--- src/bucketed_transposition_table_macros.svh ---
// Assertion macros shared by the transposition table modules
`ifndef BUCKETED_TRANSPOSITION_TABLE_MACROS_SVH
`define BUCKETED_TRANSPOSITION_TABLE_MACROS_SVH

`ifndef SYNTHESIS

`define BTT_ASSERT(name, clk, rstn, expr, msg) \
	name: assert property (@(posedge clk) disable iff (!rstn) (expr)) \
		else $error(msg);

`define BTT_ASSERT_NEXT(name, clk, rstn, ante, cons, msg) \
	name: assert property (@(posedge clk) disable iff (!rstn) (ante) |=> (cons)) \
		else $error(msg);

`else

`define BTT_ASSERT(name, clk, rstn, expr, msg)

`define BTT_ASSERT_NEXT(name, clk, rstn, ante, cons, msg)

`endif

`endif

--- src/btt_pkg.sv ---
// Types and constants of the bucketed transposition table
`default_nettype none

package btt_pkg;

	localparam logic OP_PROBE = 1'b0;
	localparam logic OP_STORE = 1'b1;

	localparam logic [1:0] EXACT_BOUND = 2'd3;

	localparam logic signed [10:0] EMPTY_SCORE  = -11'sd1000;
	localparam logic [8:0]         DEPTH_MARGIN = 9'd3;

	localparam int   REG_ADDR_W            = 3;
	localparam logic REG_SEARCH_GENERATION = 1'b0;

	typedef logic signed [10:0] way_score_t;

	typedef struct packed {
		logic [5:0]  gen;
		logic [1:0]  bound;
		logic [7:0]  depth;
		logic [15:0] eval;
		logic [15:0] score;
		logic [15:0] move;
	} entry_data_t;

	typedef struct packed {
		logic               op;
		logic [63:0]        position_key;
		logic [15:0]        best_move;
		logic signed [15:0] search_score;
		logic signed [15:0] static_eval;
		logic [7:0]         search_depth;
		logic [1:0]         bound_kind;
	} req_word_t;

	typedef struct packed {
		logic               hit;
		logic [15:0]        found_move;
		logic signed [15:0] found_score;
		logic signed [15:0] found_eval;
		logic [7:0]         found_depth;
		logic [1:0]         found_bound;
	} rsp_word_t;

	typedef struct packed {
		logic capture;
		logic commit;
		logic clr_en;
	} ctrl_cmd_t;

	typedef struct packed {
		logic out_busy;
	} dp_status_t;

endpackage

`default_nettype wire

--- src/btt_ctrl.sv ---
// Controller of the transposition table: clearing pass, accept, commit
`default_nettype none
`include "bucketed_transposition_table_macros.svh"

module btt_ctrl #(
	parameter int BUCKET_INDEX_BITS = 10
) (
	input  logic                         clk,
	input  logic                         arst_n,
	input  logic                         req_valid,
	output logic                         req_ready,
	input  btt_pkg::dp_status_t          status,
	output btt_pkg::ctrl_cmd_t           cmd,
	output logic [BUCKET_INDEX_BITS-1:0] clr_addr
);
	import btt_pkg::*;

	localparam logic [1:0] ST_CLEAR = 2'd0;
	localparam logic [1:0] ST_IDLE  = 2'd1;
	localparam logic [1:0] ST_LOOK  = 2'd2;

	logic [1:0]                   state_q;
	logic [1:0]                   state_d;
	logic [BUCKET_INDEX_BITS-1:0] clr_addr_q;

	assign req_ready   = (state_q == ST_IDLE);
	assign cmd.capture = (state_q == ST_IDLE) && req_valid;
	assign cmd.commit  = (state_q == ST_LOOK) && !status.out_busy;
	assign cmd.clr_en  = (state_q == ST_CLEAR);
	assign clr_addr    = clr_addr_q;

	always_comb begin
		state_d = state_q;
		case (state_q)
			ST_CLEAR: begin
				if (&clr_addr_q) begin
					state_d = ST_IDLE;
				end
			end
			ST_IDLE: begin
				if (req_valid) begin
					state_d = ST_LOOK;
				end
			end
			ST_LOOK: begin
				if (!status.out_busy) begin
					state_d = ST_IDLE;
				end
			end
			default: begin
				state_d = ST_CLEAR;
			end
		endcase
	end

	always_ff @(posedge clk or negedge arst_n) begin
		if (!arst_n) begin
			state_q    <= ST_CLEAR;
			clr_addr_q <= '0;
		end else begin
			state_q <= state_d;
			if (state_q == ST_CLEAR) begin
				clr_addr_q <= clr_addr_q + 1'b1;
			end
		end
	end

	`BTT_ASSERT_NEXT(a_capture_look, clk, arst_n, cmd.capture, state_q == ST_LOOK, "accepted word did not enter compare")
	`BTT_ASSERT_NEXT(a_commit_idle, clk, arst_n, cmd.commit, state_q == ST_IDLE, "commit did not return to idle")
	`BTT_ASSERT_NEXT(a_look_hold, clk, arst_n, (state_q == ST_LOOK) && !cmd.commit, state_q == ST_LOOK, "stalled compare left its state")

endmodule

`default_nettype wire

--- config.mk ---
export PLATFORM = sky130hd
export DESIGN_NAME = btt_ctrl
export DESIGN_NICKNAME = d
export VERILOG_FILES = /design/src/btt_pkg.sv /design/src/btt_ctrl.sv
export VERILOG_INCLUDE_DIRS = /design/src /design/src/src
export SDC_FILE = /design/constraint.sdc
export NUM_CORES = 1
export LEC_CHECK = 0
export ABC_CLOCK_PERIOD_IN_PS = 1200
export BUFFER_PORTS_ARGS = -buffer_cell sky130_fd_sc_hd__buf_2
export CORE_MARGIN = 2
export CORE_UTILIZATION = 42
export DETAILED_ROUTE_END_ITERATION = 6
export HOLD_SLACK_MARGIN = 0.12
export PLACE_DENSITY = 0.71
export SLEW_MARGIN = 20
export SYNTH_ARGS = -nofsm -noshare
export SYNTH_HDL_FRONTEND = slang
export SYNTH_SLANG_ARGS = --single-unit
--- constraint.sdc ---
create_clock -name clk -period 1.2 [get_ports clk]
set_clock_uncertainty 0.15 [all_clocks]
set_input_delay 0.18 -clock clk [delete_from_list [all_inputs] [get_ports clk]]
set_output_delay 0.18 -clock clk [all_outputs]
set_load 0.02 [all_outputs]
==> impl_metrics.env <==
export IMPL_status="finished, violations left"
export IMPL_synth_mux_area_frac=0.0202
export IMPL_dpl_cell_area_um2=739
export IMPL_ys_seq_area_frac=0.538
export IMPL_violations="negative setup slack"
export IMPL_vias=560
export IMPL_grtUsageMet3=0.0778
export IMPL_syn_cell_area_um2=558
export IMPL_final_max_slew_viol_count=0
export IMPL_cp_max_fo=2
export IMPL_die_height_um=40.5
export IMPL_dr_first_iter_drc_count=7
export IMPL_gr_usage_met1=0.256
export IMPL_rsz0062_at_grt="yes"
export IMPL_ant_nets=0
export IMPL_crit_path_end_kind="primary output"
export IMPL_viasPerCell=5.23
export IMPL_startpoint_type="input port"
export IMPL_wl_um=1560
export IMPL_synth_compound_area_share=0.0269
export IMPL_drv_cap=0
export IMPL_place_ws_ns=-0.164
export IMPL_design_area_mm2=0.00100
export IMPL_cts_buffers=3
export IMPL_hpwlAfterDp_um=859
export IMPL_cp_data_arrival_time_ns=1.14
export IMPL_synthAdderAreaFrac=0.0224
export IMPL_synth_distinct_cells=20
export IMPL_p_int_mw=1.43
export IMPL_cts_clk_slew_worst_paths_ns=0.08
export IMPL_setup_ws_ns=-0.270
export IMPL_die_w_um=40.5
export IMPL_first_global_vias=517
export IMPL_vdd_drop_max_mv=1.51
export IMPL_instances_no_fill=107
export IMPL_cts_sinks=12
export IMPL_die_area_mm2=0.00164
export IMPL_io_pins=18
export IMPL_synth_top_family_by_area="simple AND/OR/NAND/NOR gates"
export IMPL_worstMarginPinSlew_ns=0.275
export IMPL_core_rowCount=13
export IMPL_final_nets=98
export IMPL_worstHoldPathType="in -> async"
export IMPL_required_ns=0.87
export IMPL_synth_warnings=0
export IMPL_clock_path_buffers=2
export IMPL_slew_headroom=0.817
export IMPL_p_total_mw=2.31
export IMPL_htree_levels=1
export IMPL_cts_tree="built"
export IMPL_yosys_area_share_simple=0.244
export IMPL_grt_use_met2=0.381
export IMPL_clk_latency_ns=0.27
export IMPL_grt_max_degree=13
export IMPL_syn_avg_cell_area_um2=11.4
export IMPL_switching_share=0.379
export IMPL_drc_errors=0
export IMPL_synth_seq_cells=12
export IMPL_diodes=0
export IMPL_grtUsageTotal=0.225
export IMPL_start_util=0.440
export IMPL_drive_gt1_frac=0.598
export IMPL_period_minus_slack_ns=1.47
export IMPL_period_share=1.23
export IMPL_synth_xor_area_share=0.141
export IMPL_clkPwrFrac=0.112
export IMPL_wl_per_cell_um=14.6
export IMPL_gp_congestion=0.768
export IMPL_coreArea_mm2=0.00127
export IMPL_io_buffers=17
export IMPL_antenna_found_initial=0
export IMPL_syn_inst=49
export IMPL_power_frac_comb=0.585
export IMPL_crit_type="in -> out"
export IMPL_area_growth_pct=79.6
export IMPL_p_per_area_mw_per_mm2=2300
export IMPL_hold_viol=0
export IMPL_grt_busiest_layer="met2"
export IMPL_num_fill_cells=77
export IMPL_final_common_cell="buf_6"
export IMPL_synthesis_nets=54
export IMPL_switchingPower_uw=876
export IMPL_grt_first_pass_wirelength_um=2300
export IMPL_firstDrtPassIters=5
export IMPL_placedCellCount=87
export IMPL_layout_common_cells="buf_6 (15), buf_4 (14), dfrtp_1 (8)"
export IMPL_root_buffer="clkbuf_4"
export IMPL_p_leak_nw=0.471
export IMPL_setup_viol=19
export IMPL_fmax_mhz=680
export IMPL_grt_overflow_total=0
export IMPL_seqPwrFrac=0.303
[worst max-delay path: stages]
cell           delay [ns]
buf_2                0.07
dlygate4sd3_1        0.59
nand2_2              0.08
nor2_2               0.10
buf_6                0.12
[cells in the mapped netlist]
master / number / area, µm²
mux2_2: 1 / 11.3
nor3b_1: 1 / 7.51
xor2_1: 1 / 8.76
and2_1: 3 / 18.8
a21oi_1: 1 / 5.00
nand3b_1: 1 / 7.51
and4bb_2: 1 / 12.5
ha_1: 1 / 12.5
and2b_2: 1 / 8.76
and4_1: 1 / 8.76
nand3_1: 2 / 10.0
nand4_1: 5 / 31.3
dfrtp_1: 12 / 300
xnor2_1: 8 / 70.1
o21ai_0: 2 / 10.0
nand2_1: 4 / 15.0
and3_1: 1 / 6.26
nor2_1: 1 / 3.75
nor2_2: 1 / 6.26
inv_1: 1 / 3.75
[power groups by stage]
| stage | Clock (mW) | Sequential, mW | Combinational [mW] |
|---|---|---|---|
| after floorplan | 0 | 0.878 | 0.372 |
| after global placement | 0 | 0.694 | 0.878 |
| after detailed placement | 0 | 0.701 | 0.891 |
| after CTS | 0.266 | 0.700 | 1.23 |
| after global routing | 0.286 | 0.712 | 1.43 |
| final | 0.260 | 0.699 | 1.35 |
[sequential cells by signal, indices dropped and copies added (netlist names)]
signal	flops
clr_addr	10
state_q	2
[repair_timing]
action / in CTS / in global routing
setup buffers: 9 / 4
hold buffers: 3 / 1
endpoints found under the setup margin: 18 / 23
resized for setup: 25 / 7
pin swaps: 14 / 4
hold endpoints to repair: 14 / 2
[final cells by class]
| type | count | area [µm²] | area share |
|---|---|---|---|
| inverters | 1 | 3.75 | 0.00375 |
| clock buffers | 4 | 26.3 | 0.0262 |
| well taps | 15 | 18.8 | 0.0187 |
| multi-input cells | 36 | 309 | 0.308 |
| repair buffers | 39 | 339 | 0.338 |
| flip-flops and latches | 12 | 305 | 0.305 |
[path summary, 6_finish.rpt]
kind / from / to / slack, ns / cells after the start
min in group clk: status / state_q[0]$_DFFE_PN0P_ / 0.15 / 4
setup / recovery: req_valid / cmd[2] / -0.27 / 5
hold / removal: arst_n / clr_addr[4]$_DFFE_PN0P_ / 0.15 / 2
hold reg to reg: clr_addr[8]$_DFFE_PN0P_ / clr_addr[8]$_DFFE_PN0P_ / 0.34 / 1
max in group asynchronous: arst_n / state_q[0]$_DFFE_PN0P_ / 0.51 / 2
setup reg to reg: state_q[1]$_DFFE_PN0P_ / clr_addr[7]$_DFFE_PN0P_ / -0.24 / 4
[metrics by stage]
stage | hold WS, ns | utilization | setup TNS [ns]
after detailed placement | -0.0796 | 0.583 | -0.925
after CTS | 0.124 | 0.744 | -2.72
after global placement | -0.0779 | 0.583 | -0.699
after floorplan | -0.266 | - | -0.610
final | 0.150 | 0.790 | -2.90
after global routing | 0.176 | 0.790 | -3.67
[logic make-up (layout without fill, tap and decap cells)]
family / Yosys count / after routing
flops: 12 / 12
compound gates: 3 / 3
fa+ha+maj: 1 / 1
buf+inv: 1 / 44
mux: 1 / 1
xor+xnor: 9 / 9
simple gates: 22 / 22
[per-layer routing]
metal | vias up | part of all wire
met4 | 0 | 0.020
met3 | 6 | 0.058
met5 | - | 0
met1 | 276 | 0.39
li1 | 256 | -
met2 | 22 | 0.53
Power figures use the tool's default switching activity.
